`src/hw/rtl/iad_pkg.sv`:
```
package iad_pkg;

   localparam int DATA_BITS = 64;
   localparam int CHAR_BITS = 8;
   localparam int VALUE_WIDTH_DEF = 64;

   localparam logic [CHAR_BITS-1:0] ASCII_ZERO  = 8'd48;
   localparam logic [CHAR_BITS-1:0] ASCII_NINE  = 8'd57;
   localparam logic [CHAR_BITS-1:0] ASCII_MINUS = 8'd45;

   typedef logic [DATA_BITS-1:0] data_type;
   typedef logic [CHAR_BITS-1:0] char_type;

endpackage

```
`src/hw/rtl/iad_req_if.sv`:
```
interface iad_req_if import iad_pkg::*; ();
   logic     valid;
   logic     ready;
   data_type value;
   logic     is_signed;

   modport source (output valid, output value, output is_signed, input ready);
   modport sink (input valid, input value, input is_signed, output ready);
endinterface

```
`src/hw/rtl/iad_rsp_if.sv`:
```
interface iad_rsp_if import iad_pkg::*; ();
   logic     valid;
   logic     ready;
   char_type char_code;
   logic     last;

   modport source (output valid, output char_code, output last, input ready);
   modport sink (input valid, input char_code, input last, output ready);
endinterface

```
`src/hw/rtl/int_to_decimal_ascii.sv`:
```
// Converts the low VALUE_WIDTH bits of each request to decimal ASCII text, most
// significant character first, one character per response, last set on the final
// one; in signed mode a negative value is led by '-'. One request is handled at a
// time. A single shift-and-add-3 unit runs once per value bit, then leading zero
// digits are dropped one per cycle, then one character leaves per cycle while the
// response receiver is ready.
module int_to_decimal_ascii import iad_pkg::*; #(
   parameter int VALUE_WIDTH = VALUE_WIDTH_DEF
) (
   input logic        clock,
   input logic        reset,
   iad_req_if.sink    req_if,
   iad_rsp_if.source  rsp_if
);

   // decimal digits of 2^VALUE_WIDTH - 1
   localparam int NUM_DIGITS = (VALUE_WIDTH * 30103) / 100000 + 1;
   localparam int BCD_BITS   = 4 * NUM_DIGITS;
   localparam int CNT_W      = $clog2(VALUE_WIDTH);
   localparam int DIG_W      = $clog2(NUM_DIGITS + 1);

   localparam logic [1:0] ST_IDLE = 2'd0;
   localparam logic [1:0] ST_CONV = 2'd1;
   localparam logic [1:0] ST_SKIP = 2'd2;
   localparam logic [1:0] ST_EMIT = 2'd3;

   logic [1:0]             state_ff, state_in;
   logic [VALUE_WIDTH-1:0] mag_ff, mag_in;
   logic [BCD_BITS-1:0]    bcd_ff, bcd_in, bcd_adj;
   logic [CNT_W-1:0]       cnt_ff, cnt_in;
   logic [DIG_W-1:0]       left_ff, left_in;
   logic                   neg_ff, neg_in;

   logic [VALUE_WIDTH-1:0] raw;
   logic                   req_neg;
   logic [3:0]             top_digit;
   logic                   req_take, rsp_take;

   assign raw       = req_if.value[VALUE_WIDTH-1:0];
   assign req_neg   = req_if.is_signed & raw[VALUE_WIDTH-1];
   assign top_digit = bcd_ff[BCD_BITS-1 -: 4];

   assign req_if.ready     = (state_ff == ST_IDLE);
   assign req_take         = req_if.valid & req_if.ready;
   assign rsp_if.valid     = (state_ff == ST_EMIT);
   assign rsp_take         = rsp_if.valid & rsp_if.ready;
   assign rsp_if.char_code = neg_ff ? ASCII_MINUS : (ASCII_ZERO + {4'b0000, top_digit});
   assign rsp_if.last      = ~neg_ff & (left_ff == DIG_W'(1));

   // add 3 to every digit of 5 or more before the shift
   always_comb begin
      logic [3:0] d;
      for (int i = 0; i < NUM_DIGITS; i++) begin
         d = bcd_ff[4*i +: 4];
         bcd_adj[4*i +: 4] = (d >= 4'd5) ? (d + 4'd3) : d;
      end
   end

   always_comb begin
      state_in = state_ff;
      mag_in   = mag_ff;
      bcd_in   = bcd_ff;
      cnt_in   = cnt_ff;
      left_in  = left_ff;
      neg_in   = neg_ff;
      unique case (state_ff)
         ST_IDLE: begin
            if (req_take) begin
               mag_in   = req_neg ? (~raw + VALUE_WIDTH'(1)) : raw;
               neg_in   = req_neg;
               bcd_in   = '0;
               cnt_in   = CNT_W'(VALUE_WIDTH - 1);
               left_in  = DIG_W'(NUM_DIGITS);
               state_in = ST_CONV;
            end
         end
         ST_CONV: begin
            bcd_in = {bcd_adj[BCD_BITS-2:0], mag_ff[VALUE_WIDTH-1]};
            mag_in = {mag_ff[VALUE_WIDTH-2:0], 1'b0};
            cnt_in = cnt_ff - CNT_W'(1);
            if (cnt_ff == '0) begin
               state_in = ST_SKIP;
            end
         end
         ST_SKIP: begin
            if (top_digit == 4'd0 && left_ff != DIG_W'(1)) begin
               bcd_in  = {bcd_ff[BCD_BITS-5:0], 4'd0};
               left_in = left_ff - DIG_W'(1);
            end else begin
               state_in = ST_EMIT;
            end
         end
         ST_EMIT: begin
            if (rsp_take) begin
               if (neg_ff) begin
                  neg_in = 1'b0;
               end else begin
                  bcd_in  = {bcd_ff[BCD_BITS-5:0], 4'd0};
                  left_in = left_ff - DIG_W'(1);
                  if (left_ff == DIG_W'(1)) begin
                     state_in = ST_IDLE;
                  end
               end
            end
         end
         default: state_in = ST_IDLE;
      endcase
   end

   always_ff @(posedge clock) begin
      if (reset) begin
         state_ff <= ST_IDLE;
         cnt_ff   <= '0;
         left_ff  <= '0;
         neg_ff   <= 1'b0;
      end else begin
         state_ff <= state_in;
         cnt_ff   <= cnt_in;
         left_ff  <= left_in;
         neg_ff   <= neg_in;
      end
   end

   always_ff @(posedge clock) begin
      mag_ff <= mag_in;
      bcd_ff <= bcd_in;
   end

   a_no_overlap: assert property (@(posedge clock) disable iff (reset)
      !(rsp_if.valid && req_if.ready))
      else $error("request taken while response pending");

   a_start_conv: assert property (@(posedge clock) disable iff (reset)
      req_take |=> (state_ff == ST_CONV && cnt_ff == CNT_W'(VALUE_WIDTH - 1)))
      else $error("conversion did not start after request");

   a_char_range: assert property (@(posedge clock) disable iff (reset)
      rsp_if.valid |-> (rsp_if.char_code == ASCII_MINUS ||
                        (rsp_if.char_code >= ASCII_ZERO && rsp_if.char_code <= ASCII_NINE)))
      else $error("character out of range");

   a_last_frees: assert property (@(posedge clock) disable iff (reset)
      (rsp_take && rsp_if.last) |=> req_if.ready)
      else $error("not ready after final character");

   a_left_nonzero: assert property (@(posedge clock) disable iff (reset)
      (state_ff == ST_SKIP || state_ff == ST_EMIT) |-> (left_ff != '0))
      else $error("digit count ran out");

endmodule
```
`src/flat_wrapper.sv`:
```
// flat-port wrapper written by rule: the top's interface ports become plain ports
module int_to_decimal_ascii_flat import iad_pkg::*;
#(
   parameter int VALUE_WIDTH = VALUE_WIDTH_DEF
)
  (clock, reset, req_if_valid, req_if_value, req_if_is_signed, req_if_ready, rsp_if_valid, rsp_if_char_code, rsp_if_last, rsp_if_ready);
  iad_req_if req_if_i ();
  iad_rsp_if rsp_if_i ();
  input logic clock;
  input logic reset;
  input wire logic [$bits(req_if_i.valid)-1:0] req_if_valid;
  input wire logic [$bits(req_if_i.value)-1:0] req_if_value;
  input wire logic [$bits(req_if_i.is_signed)-1:0] req_if_is_signed;
  output wire logic [$bits(req_if_i.ready)-1:0] req_if_ready;
  output wire logic [$bits(rsp_if_i.valid)-1:0] rsp_if_valid;
  output wire logic [$bits(rsp_if_i.char_code)-1:0] rsp_if_char_code;
  output wire logic [$bits(rsp_if_i.last)-1:0] rsp_if_last;
  input wire logic [$bits(rsp_if_i.ready)-1:0] rsp_if_ready;
  assign req_if_i.valid = req_if_valid;
  assign req_if_i.value = req_if_value;
  assign req_if_i.is_signed = req_if_is_signed;
  assign req_if_ready = req_if_i.ready;
  assign rsp_if_valid = rsp_if_i.valid;
  assign rsp_if_char_code = rsp_if_i.char_code;
  assign rsp_if_last = rsp_if_i.last;
  assign rsp_if_i.ready = rsp_if_ready;
  int_to_decimal_ascii #(.VALUE_WIDTH(VALUE_WIDTH)) u_core (.clock(clock), .reset(reset), .req_if(req_if_i), .rsp_if(rsp_if_i));
endmodule
```
`config.mk`:
```
export PLATFORM = sky130hd
export DESIGN_NAME = int_to_decimal_ascii_flat
export DESIGN_NICKNAME = d
export VERILOG_FILES = /design/src/hw/rtl/iad_pkg.sv /design/src/hw/rtl/iad_req_if.sv /design/src/hw/rtl/iad_rsp_if.sv /design/src/hw/rtl/int_to_decimal_ascii.sv /design/src/flat_wrapper.sv
export SDC_FILE = /design/constraint.sdc
export NUM_CORES = 1
export LEC_CHECK = 0
export BUFFER_PORTS_ARGS = -buffer_cell sky130_fd_sc_hd__buf_2
export CAP_MARGIN = 10
export CORE_ASPECT_RATIO = 0.6
export CORE_MARGIN = 2
export CORE_UTILIZATION = 25
export DETAILED_ROUTE_END_ITERATION = 7
export PLACE_DENSITY_LB_ADDON = 0.25
export SETUP_SLACK_MARGIN = 0.4
export SLEW_MARGIN = 25
export SYNTH_ARGS = -nofsm -noshare
export SYNTH_HDL_FRONTEND = slang
export SYNTH_SLANG_ARGS = --single-unit
```
`constraint.sdc`:
```
create_clock -name clock -period 5.7 [get_ports clock]
set_clock_uncertainty 0.1 [all_clocks]
set_input_delay 0.285 -clock clock [delete_from_list [all_inputs] [get_ports clock]]
set_output_delay 0.285 -clock clock [all_outputs]
set_load 0.02 [all_outputs]
```
# Yosys cells after proc, flatten, opt, wreduce, memory -nomap -nowiden
# Index checks and enable logic that the tools add are counted.
# classes
n_addsub	24
magnitude_cmp	20
n_eq_ne	12
muxes	46
n_bitwise	6
reduce_logical	12
# ops
op	count
80-bit two-way mux	4
80-bit one-hot mux with 4 select lines	1
64-bit two-way mux	2
64-bit one-hot mux with 2 select lines	1
4-bit by 3-bit >= comparator with 1-bit output (second input constant)	20
4-bit by 2-bit adder with 4-bit output (second input constant)	19
4-bit two-way mux	19
64-bit by 1-bit adder with 64-bit output (second input constant)	1
64-bit inverter	1
5-bit two-way mux	4
5-bit one-hot mux with 3 select lines	1
2-bit two-way mux	6
6-bit one-hot mux with 2 select lines	1
2-bit != test (second input constant)	5
8-bit two-way mux	1
2-bit one-hot mux with 4 select lines	1
6-bit by 4-bit adder with 7-bit output (first input constant)	1
6-bit logical NOT	1
6-bit two-way mux	1
6-bit AND reduction	1
6-bit by 1-bit subtractor with 6-bit output (second input constant)	1
5-bit by 1-bit == test with 1-bit output (second input constant)	1
5-bit by 1-bit != test with 1-bit output (second input constant)	1
5-bit AND reduction	1
18 further kinds	25
# totals
register_bits	158
input_bits	69
output_inout_bits	11
elab_cells	126

# Longest topological paths before layout
# depth
depth_word	5
depth_mapped	9
ltp_nobuf	7

# Worst setup path before layout
# OpenSTA, ideal clock, no wires.
# synth_timing
path_kind	reg2reg
startpoint	reg u_core.state_ff[0]
endpoint	reg u_core.bcd_ff[0] (enable)
setup_time_ns	0.519
arrival_time_ns	4.506
t_required_ns	5.081
slack_ns	0.575
stages_incl_launch_ff	6
n_path_buf	0
synth_period_minus_slack_ns	5.125
cell_sequence	dfxtp_1 -> inv_1 -> ha_1 -> nand2b_1 -> a21bo_2 -> nor2_1
# synth_between
elab_chain_cells	4
elab_cells_between_ends	10
cone_classes	eq/ne: 6; bitwise: 2; reduce/logical: 2
# synth_rtl
element	line	rtl
start, declared	int_to_decimal_ascii.sv:27	logic [1:0] state_ff, state_in;
start signal, assigned	int_to_decimal_ascii.sv:117	state_ff <= state_in;
2-bit logical NOT *	int_to_decimal_ascii.sv:43	assign req_if.ready = (state_ff == ST_IDLE);
named net req_if_ready	flat_wrapper.sv:14	output wire logic [$bits(req_if_i.ready)-1:0] req_if_ready;
1-bit bitwise AND	int_to_decimal_ascii.sv:44	assign req_take = req_if.valid & req_if.ready;
2-bit != test (no line) *	-	
4-bit AND reduction (no line) *	-	
end signal, assigned	int_to_decimal_ascii.sv:126	bcd_ff <= bcd_in;
end, declared	int_to_decimal_ascii.sv:29	logic [BCD_BITS-1:0] bcd_ff, bcd_in, bcd_adj;
# The timed path passes the listed nets; every way through them passes the cells marked *.
# A chain may end at the register's enable or synchronous reset.

# Worst setup path after layout
# layout_timing
startpoint	reg u_core.state_ff[0]
endpoint	reg u_core.bcd_ff[18] (enable)
# layout_between
elab_chain_cells	4
elab_cells_between_ends	10
cone_classes	eq/ne: 6; bitwise: 2; reduce/logical: 2
# layout_rtl
element	line
2-bit == test or 2-bit logical NOT (tied branches)	int_to_decimal_ascii.sv:45, int_to_decimal_ascii.sv:66, int_to_decimal_ascii.sv:43
1-bit bitwise AND (on tied branches)	int_to_decimal_ascii.sv:46, int_to_decimal_ascii.sv:44
2-bit != test (no line)	-
4-bit AND reduction (no line) *	-
# Mark *: on every way between the ends. The rest lies on a longest branch, timed or not.

==> out/qor.yml <==
status:
  status: "completed"
routing:
  via_per_inst: 4.88
  dr_total_vias: 8635
  wire_per_inst_um: 15.4
  drtIter0Drc: 830
  wl_mm: 27.3
  dr.pass1.iters: 8
  drc_errors: 0
  antenna_left: 0
placement:
  place_hpwl_mm: 19.0
  dp_slack_ps: 2400
  dp.cells: 1739
  io_buffers: 76
  routabilityCongestion: 0.778
layout:
  drive_gt1_share_pct: 12.2
  fill_cells: 4368
  antenna_cells: 0
  final_cells: 1771
  syn2layout_area_growth_pct: 14.5
  final_util_pct: 28.9
  final_nets: 1307
timing:
  setup_viol: 0
  worstMarginPinSlew_ps: 961
  hold_viol: 0
  min_period_ps: 2960
  fmax_mhz: 337
  fin_crit_sh_pct: 52.0
  setup_slack_ps: 2740
  slew_headroom_pct: 35.9
  tns_ps: 0
  rsz0062_at_grt: "no"
  slew_viol_final: 0
hold_path:
  hold_depth: 2
  hp-start: "reset"
  hold_end: "u_core.left_ff[1]$_SDFFE_PP0P_"
  hp-class: "in2reg"
worst_setup_path:
  rr_startpoint: "u_core.state_ff[0]$_SDFFE_PP0P_"
  crit_arrival_ps: 2950
  r2r_cells: 6
  r2r-end: "u_core.bcd_ff[18]$_DFFE_PP_"
  crit_path_end_kind: "flip-flop"
  worstPathMaxFanout: 31
  startpoint_type: "flip-flop"
  critPathKind: "reg2reg"
  worstPathRequired_ps: 5680
  r2r_slack_ps: 2740
global_routing:
  grt_remaining_overflow: 0
  grt.busiest_layer: "met1"
  antenna_found_initial: 4
  use_met3_pct: 2.58
  grt_pass1_wl_mm: 43.5
  grt_use_total_pct: 12.6
  use_met2_pct: 16.6
  grt_pass1_vias: 7845
  grt_max_degree: 88
  grt_use_met1_pct: 20.1
logic_synthesis:
  ys.warnings.count: 0
  synth_edf_count: 144
  ys_seq_area_share_pct: 43.7
  syn_inst: 1135
  yosysUniqueCellTypes: 61
  synth_area_um2: 10500
  synth_seq_cells: 158
  synthArstFlopShare_pct: 0
  synth_ff_type: "edfxtp_1"
  syn-mean-instance-area_um2: 9.29
die:
  die_h_um: 163
  die_area_um2: 43900
  core.rowCount: 58
  io_pins: 80
  die_w_um: 269
  initial_core_util_pct: 25.3
  core-area_um2: 41700
clocking:
  cts_buffer_depth: 2
  cts_resized: 0
  cts_setup_buffers: 0
  cts_tree: "built"
  path_clk_slew_ps: 70
  clk_latency_ps: 440
  cts-root-buf: "clkbuf_16"
  cts_hold_buf: 0
  cts-buffers-inserted: 17
  h-tree-depth: 4
  cts.sinks: 158
run:
  maxCapViolations: 0
pwr:
  ir_drop_uv: 157
  pwr_density_cell_nw_per_um2: 491
  p_leak_nw: 4.12
  finalPower_mw: 5.93
-- metal layers --
layer | wire length [µm] | vias to the layer above
met4 | 323 | 0
met2 | 10500 | 233
met1 | 15000 | 4081
li1 | - | 4294
met5 | 0 | -
met3 | 1420 | 27
-- through the flow --
step           cell area, µm²  hold slack (ps)
2_1_floorplan           10500              257
6_report                12100             97.6
4_1_cts                 12100             82.5
5_1_grt                 12100              102
3_3_place_gp            11500              368
3_5_place_dp            11500              376
-- logic make-up (layout without fill, tap and decap cells) --
family | Yosys count | after routing | share of synthesized area (%)
compound gates | 301 | 301 | 17.0
xor+xnor | 63 | 63 | 5.24
fa+ha+maj | 50 | 50 | 5.94
buf+inv | 106 | 171 | 3.97
flops | 158 | 158 | 43.7
mux | 19 | 19 | 1.91
other cells | 2 | 3 | 0.0713
simple gates | 436 | 436 | 22.2
-- cells in the final DEF (no fill, tap or decap), types with 6 or more instances in the layout --
cell type | synthesis | layout
nor4_1 | 18 | 18
or3_1 | 12 | 12
o21ai_0 | 138 | 138
nor3b_1 | 28 | 28
nand4_1 | 9 | 9
edfxtp_1 | 144 | 144
o31ai_1 | 25 | 25
mux2i_1 | 10 | 10
nor3_1 | 39 | 39
nand3_1 | 31 | 31
nand2b_1 | 29 | 28
inv_1 | 54 | 54
a21oi_1 | 76 | 76
nand2_1 | 128 | 127
or2_2 | 6 | 6
buf_2 | 0 | 76
nor2b_1 | 29 | 29
a22oi_1 | 16 | 16
buf_4 | 3 | 9
nor2_1 | 68 | 66
xor2_1 | 27 | 27
clkbuf_16 | 0 | 17
ha_1 | 50 | 49
mux2_2 | 9 | 8
dfxtp_1 | 14 | 14
xnor2_1 | 36 | 36
a222oi_1 | 11 | 11
-- worst max-delay path by stage --
stage	from	endpoint	slack, ps	cells after the start
global route	u_core.state_ff[1]$_SDFFE_PP0P_	u_core.bcd_ff[4]$_DFFE_PP_	2470	7
global placement	req_if_value[0]	u_core.mag_ff[56]$_DFFE_PP_	2500	8
detailed placement	req_if_value[0]	u_core.mag_ff[56]$_DFFE_PP_	2400	8
floorplan	u_core.state_ff[0]$_SDFFE_PP0P_	u_core.bcd_ff[0]$_DFFE_PP_	580	5
finish	u_core.state_ff[0]$_SDFFE_PP0P_	u_core.bcd_ff[18]$_DFFE_PP_	2740	6
CTS	u_core.state_ff[0]$_SDFFE_PP0P_	u_core.bcd_ff[18]$_DFFE_PP_	2670	6
-- flip-flops by register name, indices dropped and copies added (netlist names) --
signal           flops
u_core.bcd_ff       80
u_core.mag_ff       64
u_core.cnt_ff        6
u_core.left_ff       5
u_core.state_ff      2
u_core.neg_ff        1
-- cells in the mapped netlist (6+ instances only) --
cell type | number | share of area, %
edfxtp_1 | 144 | 41
o21ai_0 | 138 | 6.6
nand2_1 | 128 | 4.6
a21oi_1 | 76 | 3.6
nor2_1 | 68 | 2.4
inv_1 | 54 | 1.9
ha_1 | 50 | 5.9
clkbuf_1 | 40 | 1.4
nor3_1 | 39 | 1.9
xnor2_1 | 36 | 3.0
nand3_1 | 31 | 1.5
nand2b_1 | 29 | 1.7
nor2b_1 | 29 | 1.7
nor3b_1 | 28 | 2.0
xor2_1 | 27 | 2.2
o31ai_1 | 25 | 1.8
nor4_1 | 18 | 1.1
a22oi_1 | 16 | 1.1
dfxtp_1 | 14 | 2.7
or3_1 | 12 | 0.71
a222oi_1 | 11 | 1.0
mux2i_1 | 10 | 0.95
mux2_2 | 9 | 0.96
nand4_1 | 9 | 0.53
buf_1 | 7 | 0.25
or2_2 | 6 | 0.36
-- critical path, cell delays in order, from the launching register on --
cell and delay, ps:
dfxtp_1 400, inv_1 120, ha_1 300, nand2b_1 190
a21bo_2 280, nor2_4 690, buf_4 510
-- power breakdown --
part           total [mW]  switching (mW)  internal, mW
Combinational        2.37            1.48         0.887
Sequential           2.47           0.418          2.05
Clock                1.09           0.530         0.565
-- area by class of cell --
cell class | instances | area [µm²] | share of cell area [%]
Multi-Input combinational cell | 872 | 5560 | 46.1
Sequential cell | 158 | 4600 | 38.2
Tap cell | 570 | 713 | 5.91
Timing Repair Buffer | 85 | 448 | 3.71
Clock buffer | 18 | 429 | 3.56
Inverter | 54 | 203 | 1.68
Clock inverter | 14 | 111 | 0.923
No activity file was read; power rests on OpenSTA's default activity.
